<file path="src/rtl/plti_pkg.sv">
// ----------------------------------------------------------------------------
// plti_pkg
// Breakpoint tables, widths and shared types of the table interpolator.
// ----------------------------------------------------------------------------
package plti_pkg;

    localparam int TABLE_ROWS = 20;
    localparam int IDX_W      = 5;
    localparam int KEY_W      = 32;
    localparam int VAL_W      = 32;
    localparam int SPAN_W     = 24;
    localparam int MAG_W      = 32;
    localparam int PROD_W     = SPAN_W + MAG_W;
    localparam int QUOT_W     = 32;

    localparam logic [1:0] SEL_GRAV  = 2'd0;
    localparam logic [1:0] SEL_RHO   = 2'd1;
    localparam logic [1:0] SEL_SOUND = 2'd2;
    localparam logic [1:0] SEL_DRAG  = 2'd3;

    typedef struct packed {
        logic signed [KEY_W-1:0] key;
        logic [VAL_W-1:0]        val;
    } t_bp;

    typedef struct packed {
        logic              start;
        logic [PROD_W-1:0] dividend;
        logic [SPAN_W-1:0] divisor;
    } t_div_req;

    typedef struct packed {
        logic              done;
        logic [QUOT_W-1:0] quot;
    } t_div_rsp;

    // altitude in meters to Q24.8
    function automatic logic signed [KEY_W-1:0] alt_key(input longint m);
        return KEY_W'(m * 256);
    endfunction

    // thousandths of mach to Q16.16, rounded half up
    function automatic logic signed [KEY_W-1:0] mach_key(input longint t);
        return KEY_W'((t * 65536 + 500) / 1000);
    endfunction

    function automatic logic [VAL_W-1:0] rq_milli(input longint n);
        return VAL_W'((n * 4194304 + 500) / 1000);
    endfunction

    function automatic logic [VAL_W-1:0] rq_e4(input longint n);
        return VAL_W'((n * 4194304 + 5000) / 10000);
    endfunction

    function automatic logic [VAL_W-1:0] rq_e7(input longint n);
        return VAL_W'((n * 4194304 + 5000000) / 10000000);
    endfunction

    function automatic logic [VAL_W-1:0] rq_unit(input longint n);
        return VAL_W'(n * 4194304);
    endfunction

    function automatic logic [IDX_W-1:0] row_count(input logic [1:0] sel);
        logic [IDX_W-1:0] n;
        n = (sel == SEL_DRAG) ? IDX_W'(18) : IDX_W'(20);
        return n;
    endfunction

    function automatic logic signed [KEY_W-1:0] alt_row(input logic [IDX_W-1:0] idx);
        logic signed [KEY_W-1:0] k;
        case (idx)
            5'd0:  k = alt_key(0);
            5'd1:  k = alt_key(1000);
            5'd2:  k = alt_key(2000);
            5'd3:  k = alt_key(3000);
            5'd4:  k = alt_key(4000);
            5'd5:  k = alt_key(5000);
            5'd6:  k = alt_key(6000);
            5'd7:  k = alt_key(7000);
            5'd8:  k = alt_key(8000);
            5'd9:  k = alt_key(9000);
            5'd10: k = alt_key(10000);
            5'd11: k = alt_key(15000);
            5'd12: k = alt_key(20000);
            5'd13: k = alt_key(25000);
            5'd14: k = alt_key(30000);
            5'd15: k = alt_key(40000);
            5'd16: k = alt_key(50000);
            5'd17: k = alt_key(60000);
            5'd18: k = alt_key(70000);
            5'd19: k = alt_key(80000);
            default: k = '0;
        endcase
        return k;
    endfunction

    function automatic logic signed [KEY_W-1:0] mach_row(input logic [IDX_W-1:0] idx);
        logic signed [KEY_W-1:0] k;
        case (idx)
            5'd0:  k = mach_key(0);
            5'd1:  k = mach_key(100);
            5'd2:  k = mach_key(300);
            5'd3:  k = mach_key(500);
            5'd4:  k = mach_key(700);
            5'd5:  k = mach_key(890);
            5'd6:  k = mach_key(920);
            5'd7:  k = mach_key(960);
            5'd8:  k = mach_key(980);
            5'd9:  k = mach_key(1000);
            5'd10: k = mach_key(1020);
            5'd11: k = mach_key(1060);
            5'd12: k = mach_key(1240);
            5'd13: k = mach_key(1530);
            5'd14: k = mach_key(1990);
            5'd15: k = mach_key(2870);
            5'd16: k = mach_key(2890);
            5'd17: k = mach_key(5000);
            default: k = '0;
        endcase
        return k;
    endfunction

    function automatic logic [VAL_W-1:0] grav_val(input logic [IDX_W-1:0] idx);
        logic [VAL_W-1:0] v;
        case (idx)
            5'd0:  v = rq_milli(9807);
            5'd1:  v = rq_milli(9804);
            5'd2:  v = rq_milli(9801);
            5'd3:  v = rq_milli(9797);
            5'd4:  v = rq_milli(9794);
            5'd5:  v = rq_milli(9791);
            5'd6:  v = rq_milli(9788);
            5'd7:  v = rq_milli(9785);
            5'd8:  v = rq_milli(9782);
            5'd9:  v = rq_milli(9779);
            5'd10: v = rq_milli(9776);
            5'd11: v = rq_milli(9761);
            5'd12: v = rq_milli(9745);
            5'd13: v = rq_milli(9730);
            5'd14: v = rq_milli(9715);
            5'd15: v = rq_milli(9684);
            5'd16: v = rq_milli(9654);
            5'd17: v = rq_milli(9624);
            5'd18: v = rq_milli(9594);
            5'd19: v = rq_milli(9564);
            default: v = '0;
        endcase
        return v;
    endfunction

    function automatic logic [VAL_W-1:0] rho_val(input logic [IDX_W-1:0] idx);
        logic [VAL_W-1:0] v;
        case (idx)
            5'd0:  v = rq_e7(12250000);
            5'd1:  v = rq_e7(11120000);
            5'd2:  v = rq_e7(10070000);
            5'd3:  v = rq_e7(9093000);
            5'd4:  v = rq_e7(8194000);
            5'd5:  v = rq_e7(7364000);
            5'd6:  v = rq_e7(6601000);
            5'd7:  v = rq_e7(5900000);
            5'd8:  v = rq_e7(5258000);
            5'd9:  v = rq_e7(4671000);
            5'd10: v = rq_e7(4135000);
            5'd11: v = rq_e7(1948000);
            5'd12: v = rq_e7(889100);
            5'd13: v = rq_e7(400800);
            5'd14: v = rq_e7(184100);
            5'd15: v = rq_e7(39960);
            5'd16: v = rq_e7(10270);
            5'd17: v = rq_e7(3097);
            5'd18: v = rq_e7(828);
            5'd19: v = rq_e7(185);
            default: v = '0;
        endcase
        return v;
    endfunction

    function automatic logic [VAL_W-1:0] sound_val(input logic [IDX_W-1:0] idx);
        logic [VAL_W-1:0] v;
        case (idx)
            5'd0:  v = rq_unit(340);
            5'd1:  v = rq_unit(336);
            5'd2:  v = rq_unit(332);
            5'd3:  v = rq_unit(328);
            5'd4:  v = rq_unit(324);
            5'd5:  v = rq_unit(320);
            5'd6:  v = rq_unit(316);
            5'd7:  v = rq_unit(312);
            5'd8:  v = rq_unit(308);
            5'd9:  v = rq_unit(303);
            5'd10: v = rq_unit(299);
            5'd11: v = rq_unit(295);
            5'd12: v = rq_unit(295);
            5'd13: v = rq_unit(295);
            5'd14: v = rq_unit(305);
            5'd15: v = rq_unit(324);
            5'd16: v = rq_unit(337);
            5'd17: v = rq_unit(319);
            5'd18: v = rq_unit(289);
            5'd19: v = rq_unit(269);
            default: v = '0;
        endcase
        return v;
    endfunction

    function automatic logic [VAL_W-1:0] drag_val(input logic [IDX_W-1:0] idx);
        logic [VAL_W-1:0] v;
        case (idx)
            5'd0:  v = rq_e4(0);
            5'd1:  v = rq_e4(543);
            5'd2:  v = rq_e4(1629);
            5'd3:  v = rq_e4(1659);
            5'd4:  v = rq_e4(2031);
            5'd5:  v = rq_e4(2597);
            5'd6:  v = rq_e4(3010);
            5'd7:  v = rq_e4(3287);
            5'd8:  v = rq_e4(4002);
            5'd9:  v = rq_e4(4258);
            5'd10: v = rq_e4(4335);
            5'd11: v = rq_e4(4483);
            5'd12: v = rq_e4(4064);
            5'd13: v = rq_e4(3663);
            5'd14: v = rq_e4(2897);
            5'd15: v = rq_e4(2297);
            5'd16: v = rq_e4(2306);
            5'd17: v = rq_e4(2656);
            default: v = '0;
        endcase
        return v;
    endfunction

    function automatic t_bp rom_read(input logic [1:0] sel, input logic [IDX_W-1:0] idx);
        t_bp bp;
        case (sel)
            SEL_GRAV:  bp = '{key: alt_row(idx), val: grav_val(idx)};
            SEL_RHO:   bp = '{key: alt_row(idx), val: rho_val(idx)};
            SEL_SOUND: bp = '{key: alt_row(idx), val: sound_val(idx)};
            SEL_DRAG:  bp = '{key: mach_row(idx), val: drag_val(idx)};
            default:   bp = '0;
        endcase
        return bp;
    endfunction

endpackage

</file>
<file path="src/rtl/plti_div.sv">
// ----------------------------------------------------------------------------
// plti_div
// Restoring divider, one quotient bit per cycle, for the segment slope step.
// ----------------------------------------------------------------------------
module plti_div (
    input  logic                i_clk,
    input  logic                i_rst_n,
    input  plti_pkg::t_div_req  i_req,
    output plti_pkg::t_div_rsp  o_rsp
);

    localparam int SPAN_W = plti_pkg::SPAN_W;
    localparam int QUOT_W = plti_pkg::QUOT_W;
    localparam int PROD_W = plti_pkg::PROD_W;
    localparam int CNT_W  = $clog2(QUOT_W);
    localparam logic [CNT_W-1:0] CNT_LAST = CNT_W'(QUOT_W - 1);

    logic              r_run;
    logic              r_done;
    logic [CNT_W-1:0]  r_cnt;
    logic [SPAN_W-1:0] r_rem;
    logic [SPAN_W-1:0] r_dvs;
    logic [QUOT_W-1:0] r_low;

    logic [SPAN_W:0]   w_shift;
    logic [SPAN_W:0]   w_diff;
    logic              w_ge;

    // remainder stays below the divisor, so the shifted value fits one extra bit
    assign w_shift = {r_rem, r_low[QUOT_W-1]};
    assign w_ge    = (w_shift >= {1'b0, r_dvs});
    assign w_diff  = w_shift - {1'b0, r_dvs};

    always_ff @(posedge i_clk) begin
        if (!i_rst_n) begin
            r_run  <= 1'b0;
            r_done <= 1'b0;
            r_cnt  <= '0;
        end else begin
            r_done <= 1'b0;
            if (i_req.start) begin
                r_run <= 1'b1;
                r_cnt <= '0;
            end else if (r_run) begin
                r_cnt <= CNT_W'(r_cnt + 1'b1);
                if (r_cnt == CNT_LAST) begin
                    r_run  <= 1'b0;
                    r_done <= 1'b1;
                end
            end
        end
    end

    // the dividend is below divisor * 2^QUOT_W, so its upper part seeds the remainder
    always_ff @(posedge i_clk) begin
        if (i_req.start) begin
            r_rem <= i_req.dividend[PROD_W-1:QUOT_W];
            r_low <= i_req.dividend[QUOT_W-1:0];
            r_dvs <= i_req.divisor;
        end else if (r_run) begin
            r_rem <= w_ge ? w_diff[SPAN_W-1:0] : w_shift[SPAN_W-1:0];
            r_low <= {r_low[QUOT_W-2:0], w_ge};
        end
    end

    assign o_rsp.done = r_done;
    assign o_rsp.quot = r_low;

endmodule

</file>
<file path="config.mk">
export PLATFORM = sky130hd
export DESIGN_NAME = plti_div
export DESIGN_NICKNAME = d
export VERILOG_FILES = /design/src/rtl/plti_pkg.sv /design/src/rtl/plti_div.sv
export SDC_FILE = /design/constraint.sdc
export NUM_CORES = 1
export LEC_CHECK = 0
export BUFFER_PORTS_ARGS = -buffer_cell sky130_fd_sc_hd__buf_2
export CORE_AREA = 3 3 171 90
export DETAILED_ROUTE_END_ITERATION = 12
export DIE_AREA = 0 0 174 93
export GPL_TIMING_DRIVEN = 0
export PLACE_DENSITY = 0.63
export SETUP_SLACK_MARGIN = 0.3
export SLEW_MARGIN = 20
export SYNTH_ARGS = -nofsm -noshare
export SYNTH_HDL_FRONTEND = slang
export SYNTH_SLANG_ARGS = --single-unit
export TNS_END_PERCENT = 20
</file>
<file path="constraint.sdc">
create_clock -name i_clk -period 3.41 [get_ports i_clk]
set_input_delay 0.5115 -clock i_clk [delete_from_list [all_inputs] [get_ports i_clk]]
set_output_delay 0.5115 -clock i_clk [all_outputs]
set_load 0.005 [all_outputs]
</file>
==> results of run 1 <==
[critical path, delay by kind of cell, from the launching register on]
family	cells	cell delay, ns
compound gates	5	1.19
mux	2	0.51
fa+ha+maj	2	0.48
flops	1	0.44
buf+inv	2	0.14
xor+xnor	1	0.08
[path summary, 6_finish.rpt]
path,cells past startpoint,to,startpoint
hold / removal,1,r_dvs[10],i_req[10]
setup / recovery,12,r_rem[12],r_low[31]
hold reg to reg,2,r_cnt[4],r_cnt[4]
setup reg to reg,12,r_rem[12],r_low[31]
[power groups by stage]
stage | clock [mW] | sequential (mW) | combinational (mW)
3_5_place_dp | 0 | 1.54 | 1.81
2_1_floorplan | 0 | 1.52 | 1.40
3_3_place_gp | 0 | 1.53 | 1.77
4_1_cts | 1.00 | 1.53 | 1.99
6_report | 0.975 | 1.54 | 2.19
5_1_grt | 1.05 | 1.56 | 2.39
[flip-flops by register name, summed over array words and instances, names as in the netlist]
| register | cells |
|---|---|
| r_dvs | 24 |
| r_rem | 24 |
| r_low | 32 |
| r_cnt | 5 |
| r_run | 1 |
| r_done | 1 |
[layout by cell type, fill, tap and decap left out, drive strengths merged, types with 12 or more instances in the layout]
cell type  instances
buf              154
edfxtp            80
mux2              63
inv               36
ha                26
clkbuf            19
a21oi             17
nor2              15
nand2             13
xnor2             13
a21o              12
o21ai             12
[per-layer routing]
metal	routed length, um	global-route usage [%]	part of all wire, %
met3	923	6.29	7.3
met4	128	4.48	1.0
met2	5330	22.3	42
met5	20	0	0.16
met1	6210	21.5	49
[timing repair]
| item | CTS | global route |
|---|---|---|
| pin swaps | 11 | 16 |
| gates cloned | 0 | 2 |
| buffers inserted | 27 | 4 |
| gates resized for setup | 15 | 30 |
| setup endpoints to repair | 20 | 24 |
[final cells by class]
cell class | instances | area [um^2]
tap | 198 | 248
inverter | 30 | 113
buffer | 16 | 88.8
timing repair buffer | 148 | 842
clock inverter | 7 | 60.1
sequential | 87 | 2540
multi-input combinational | 250 | 2300
clock buffer | 9 | 225
fill | 1337 | 7700
[Yosys cell counts (5+ instances only)]
cell	number	area (um^2)
a21o_1	12	90.1
clkbuf_1	10	37.5
dfxtp_1	7	140
a31oi_1	5	31.3
a21oi_1	16	80.1
mux2_2	63	709
nand4_1	6	37.5
ha_1	26	325
mux2i_1	9	90.1
nor2_1	15	56.3
edfxtp_1	80	2400
nand2_1	13	48.8
xnor2_1	13	114
o21ai_0	8	40.0
xor2_1	10	87.6
inv_1	30	113
[cells by family (layout without fill, tap and decap cells)]
group	count (synthesis)	in the layout	synth area share (%)
xor+xnor	23	23	4.14
fa+ha+maj	27	27	7.10
buf+inv	46	210	4.04
compound gates	69	69	9.86
flops	87	87	52.3
simple gates	59	59	6.12
mux	72	72	16.4
==> flow_metrics.py, run 1 <==
metrics = {
    "status": {
        "status": "completed",
    },
    "route": {
        "vias": 3646,
        "drt_iter0_markers": 209,
        "firstDrtPassIters": 4,
        "drc": 0,
        "wl_per_cell_um": 16.9,
        "drt-total-wl_um": 12600,
        "via_per_inst": 4.89,
        "postRouteAntennaNets": 0,
    },
    "timing": {
        "skew_ns": 0.00940,
        "period_minus_slack_ns": 3.11,
        "worst_pin_slew_ns": 0.831,
        "final_hold_viol_count": 0,
        "period_share_pct": 91.3,
        "fin_ws_ns": 0.295,
        "drv_slew": 0,
        "setup_viol": 0,
        "setup_tns_ns": 0,
        "rsz0062_at_grt": "true",
        "relSlewSlack_pct": 44.6,
        "hold_slack_ns": 0.337,
        "fmax_mhz": 321,
    },
    "pwr": {
        "p_comb_share_pct": 46.5,
        "ir_worst_vdd_v": 0.000300,
        "p_sw_share_pct": 34.6,
        "p_leak_nw": 2.73,
        "p_sw_mw": 1.63,
        "power_frac_seq_pct": 32.8,
        "p_total_mw": 4.71,
        "p_int_mw": 3.08,
        "cellPowerDensity_nw_per_um2": 734,
        "pwr-share-clk_pct": 20.7,
    },
    "worst_setup_path": {
        "crit_arrival_ns": 3.21,
        "path_cells": "inv_2, ha_4, inv_2, fa_2, a21o_1, a221oi_4, a21oi_2, a221o_1, a21oi_2, xnor2_1, mux2_4, mux2_2",
        "ff2ff_setup_slack_ns": 0.30,
        "cpMaxStageDelayCell": "edfxtp_1",
        "worstPathRequired_ns": 3.50,
        "crit_fanout": 3,
        "end_kind": "register",
        "start_kind": "register",
        "crit_path_max_incr_delay_ns": 0.44,
        "path_class": "reg -> reg",
    },
    "synth": {
        "ys_warn_count": 0,
        "syn_avg_cell_area_um2": 12.7,
        "ys_seq_area_share_pct": 52.3,
        "synth_seq_cells": 87,
        "synth_ff_type": "edfxtp_1",
        "async_flop_share_pct": 0,
        "synthCells": 383,
        "synth-edff-count": 80,
        "yosys.cell_types.count": 45,
        "synth_nets": 493,
        "synth_area_um2": 4860,
    },
    "global_route": {
        "gr-total-overflow": 0,
        "grt_pass1_wl_um": 19500,
        "grt_antenna_before_repair": 1,
        "grtUsageTotal_pct": 15.5,
        "grt_start_max_net_pins": 57,
        "grt_pass1_vias": 3740,
    },
    "cts": {
        "tritoncts": "built",
        "cts-htree-levels": 3,
        "cts_hold_buffers": 0,
        "clkSlewWorstSetupHoldPaths_ns": 0.07,
        "cts-root-buf": "clkbuf_16",
        "max-clock-path-buffers": 2,
        "cts.sinks": 87,
        "cts_made_buffers": 9,
        "clock_latency_ns": 0.35,
    },
    "place": {
        "dp.cells": 696,
        "post-place-ws_ns": 0.0101,
        "io_buffers": 115,
        "post-dp-hpwl_um": 8690,
        "gp_congestion": 0.862,
        "dpl_cell_area_um2": 5690,
    },
    "floorplanning": {
        "fp-row-count": 31,
        "core-area_um2": 14100,
        "floorplan.die.height_um": 93,
        "die_area_um2": 16200,
        "pin_count": 116,
        "die_w_um": 174,
        "start_util_pct": 34.4,
    },
    "cells_and_area": {
        "area_growth_pct": 31.9,
        "final_core_util_pct": 45.4,
        "final_cells": 745,
        "stdcell_area_um2": 6410,
        "diodes": 0,
        "drive_gt1_share_pct": 47.7,
        "nets": 652,
    },
    "job": {
        "cap_violations": 0,
    },
    "worst_hold_path": {
        "hold_path.class": "in -> reg",
    },
}
Power figures use the tool's default switching activity.
==> run 2: changes to the inputs <==
--- a/config.mk
+++ b/config.mk
@@ -5,12 +5,13 @@
 export SDC_FILE = /design/constraint.sdc
 export NUM_CORES = 1
 export LEC_CHECK = 0
+export ABC_AREA = 1
 export BUFFER_PORTS_ARGS = -buffer_cell sky130_fd_sc_hd__buf_2
-export CORE_AREA = 3 3 171 90
+export CORE_AREA = 3 3 185 97
 export DETAILED_ROUTE_END_ITERATION = 12
-export DIE_AREA = 0 0 174 93
+export DIE_AREA = 0 0 188 100
 export GPL_TIMING_DRIVEN = 0
-export PLACE_DENSITY = 0.63
+export PLACE_DENSITY = 0.56
 export SETUP_SLACK_MARGIN = 0.3
 export SLEW_MARGIN = 20
 export SYNTH_ARGS = -nofsm -noshare
==> flow_metrics.py, run 2 <==
metrics = {
    "status": {
        "status": "completed",
    },
    "floorplanning": {
        "pin_count": 116,
        "start_util_pct": 34.9,
        "die_w_um": 188,
        "floorplan.die.height_um": 100,
        "core-area_um2": 16300,
        "die_area_um2": 18800,
        "fp-row-count": 33,
    },
    "global_route": {
        "gr-total-overflow": 0,
        "grt_antenna_before_repair": 2,
        "grt_pass1_wl_um": 25500,
        "grt_start_max_net_pins": 43,
        "grtUsageTotal_pct": 17.2,
        "grt_pass1_vias": 4945,
    },
    "route": {
        "drt-total-wl_um": 15700,
        "firstDrtPassIters": 5,
        "drt_iter0_markers": 332,
        "drc": 0,
        "via_per_inst": 4.49,
        "vias": 4996,
        "postRouteAntennaNets": 0,
        "wl_per_cell_um": 14.1,
    },
    "cells_and_area": {
        "drive_gt1_share_pct": 18.3,
        "nets": 990,
        "top_register": "r_low",
        "largest_reg_flops": 32,
        "final_common_cell": "nand2_1",
        "area_growth_pct": 20.7,
        "stdcell_area_um2": 6860,
        "final_cell_mix": "nand2_1, buf_2, inv_1",
        "largest_registers": "r_low: 32 flops, r_dvs: 24 flops, r_rem: 24 flops",
        "diodes": 0,
    },
    "timing": {
        "period_share_pct": 73.9,
        "fmax_mhz": 397,
        "setup_viol": 0,
        "worst_pin_slew_ns": 0.786,
        "skew_ns": 0.0213,
        "rsz0062_at_grt": "false",
        "drv_slew": 0,
        "final_hold_viol_count": 0,
        "period_minus_slack_ns": 2.52,
        "relSlewSlack_pct": 47.6,
    },
    "job": {
        "cap_violations": 0,
    },
    "synth": {
        "ys_warn_count": 0,
        "syn_avg_cell_area_um2": 7.55,
        "synth-edff-count": 80,
        "async_flop_share_pct": 0,
        "synth_common_cells": "nand2_1, inv_1, edfxtp_1",
        "synthCells": 753,
        "synth_top_cell_area_share_pct": 42.3,
        "yosysMostFrequentCell": "nand2_1",
        "synth_nets": 863,
        "synth_area_leader_cell": "edfxtp_1",
        "yosys.cell_types.count": 37,
        "synth_ff_type": "edfxtp_1",
        "synth_area_um2": 5690,
        "synth_area_leaders": "edfxtp_1, nand2_1, inv_1, ha_1, nand3_1",
        "ys_seq_area_share_pct": 44.7,
        "synth_seq_cells": 87,
    },
    "worst_setup_path": {
        "crit_fanout": 10,
        "crit_path_max_incr_delay_ns": 0.42,
        "path_class": "reg -> reg",
        "crit_top_cell": "nand2_1",
        "crit_arrival_ns": 2.63,
        "worstPathRequired_ns": 3.52,
        "crit_family": "simple AND/OR/NAND/NOR gates",
        "path_buf_inv": 1,
        "start_kind": "register",
        "cpMaxStageDelayCell": "edfxtp_1",
        "end_kind": "register",
        "path_cells": "ha_1, nand2_1, nor2_1, nand2_1, nor2_1, nand2_1, nand3_2, nor2_4, buf_2, nand3_1, nand3_1, nand2_1",
    },
    "place": {
        "dpl_cell_area_um2": 6580,
        "io_buffers": 115,
        "gp_congestion": 0.882,
        "post-dp-hpwl_um": 12000,
    },
    "cts": {
        "cts-root-buf": "clkbuf_16",
        "tritoncts": "built",
        "clock_latency_ns": 0.36,
        "max-clock-path-buffers": 2,
        "cts_hold_buffers": 0,
        "cts-htree-levels": 3,
        "cts_made_buffers": 9,
        "cts_setup_buffers": 0,
        "cts_resized": 0,
        "cts.sinks": 87,
        "clkSlewWorstSetupHoldPaths_ns": 0.08,
    },
    "pwr": {
        "pwr-share-clk_pct": 25.5,
        "cellPowerDensity_nw_per_um2": 561,
        "p_sw_share_pct": 37.9,
        "p_int_mw": 2.39,
        "p_leak_nw": 3.57,
        "p_comb_share_pct": 37.9,
        "ir_worst_vdd_v": 0.000253,
        "power_frac_seq_pct": 36.5,
        "p_total_mw": 3.85,
        "p_sw_mw": 1.46,
    },
    "worst_hold_path": {
        "hold_path.class": "in -> reg",
    },
}
==> run 2: cell count changes after synthesis, sizes merged, moves of 6 or more <==
cell    before  now
nand2       13  344
a21o        12    0
o21ai       12    4
nand3        4   51
mux2        63    0
nand3b       1   24
inv         30  113
buf          6   12
xor2        10    0
nor2        15   37
mux2i        9    0
==> run 2: logic make-up (layout without fill, tap and decap cells) <==
| kind of cell | count (synthesis) | in the layout | synth area share [%] |
|---|---|---|---|
| simple gates | 467 | 467 | 35.5 |
| xor+xnor | 9 | 9 | 1.39 |
| buf+inv | 134 | 266 | 9.55 |
| fa+ha+maj | 27 | 27 | 6.07 |
| compound gates | 29 | 29 | 2.82 |
| flops | 87 | 87 | 44.7 |
==> run 2: cell type report <==
| cell class | instances | area [um^2] |
|---|---|---|
| Multi-Input combinational cell | 532 | 2600 |
| Clock buffer | 9 | 225 |
| Sequential cell | 87 | 2540 |
| Clock inverter | 7 | 62.6 |
| Fill cell | 1725 | 9450 |
| Buffer | 20 | 115 |
| Timing Repair Buffer | 116 | 603 |
| Tap cell | 227 | 284 |
| Inverter | 114 | 430 |
==> run 2: worst paths after layout <==
| kind | startpoint | endpoint | slack, ns | cells past startpoint |
|---|---|---|---|---|
| min | i_req[16] | r_dvs[16] | 0.32 | 1 |
| max | r_rem[16] | r_rem[0] | 0.89 | 12 |
| max reg2reg | r_rem[16] | r_rem[0] | 0.89 | 12 |
| min reg2reg | r_cnt[3] | r_cnt[3] | 0.45 | 1 |
==> run 2: power by group through the flow <==
stage	combinational, mW	sequential [mW]	clock [mW]
4_1_cts	1.46	1.41	1.02
3_5_place_dp	1.45	1.43	0
6_report	1.46	1.41	0.983
3_3_place_gp	1.43	1.43	0
2_1_floorplan	1.04	1.42	0
5_1_grt	1.66	1.42	1.06
==> run 2: per-stage QoR <==
stage          setup WS [ns]  hold WS, ns  utilization (%)  setup TNS, ns  instances
2_1_floorplan           1.05        0.414                -              0        753
3_3_place_gp          -0.591        0.430             40.1         -32.83       1095
3_5_place_dp           0.691        0.434             40.3              0       1096
4_1_cts                0.914        0.308             42.1              0       1112
5_1_grt                0.649        0.306             42.1              0       1112
6_report               0.889        0.320             42.1              0       1112
==> run 2: metal layers <==
metal / global-route usage [%] / wire, um
met1: 24.1 / 8030
met2: 27.3 / 6830
met3: 4.29 / 700
met4: 3.34 / 100
met5: 0 / 27
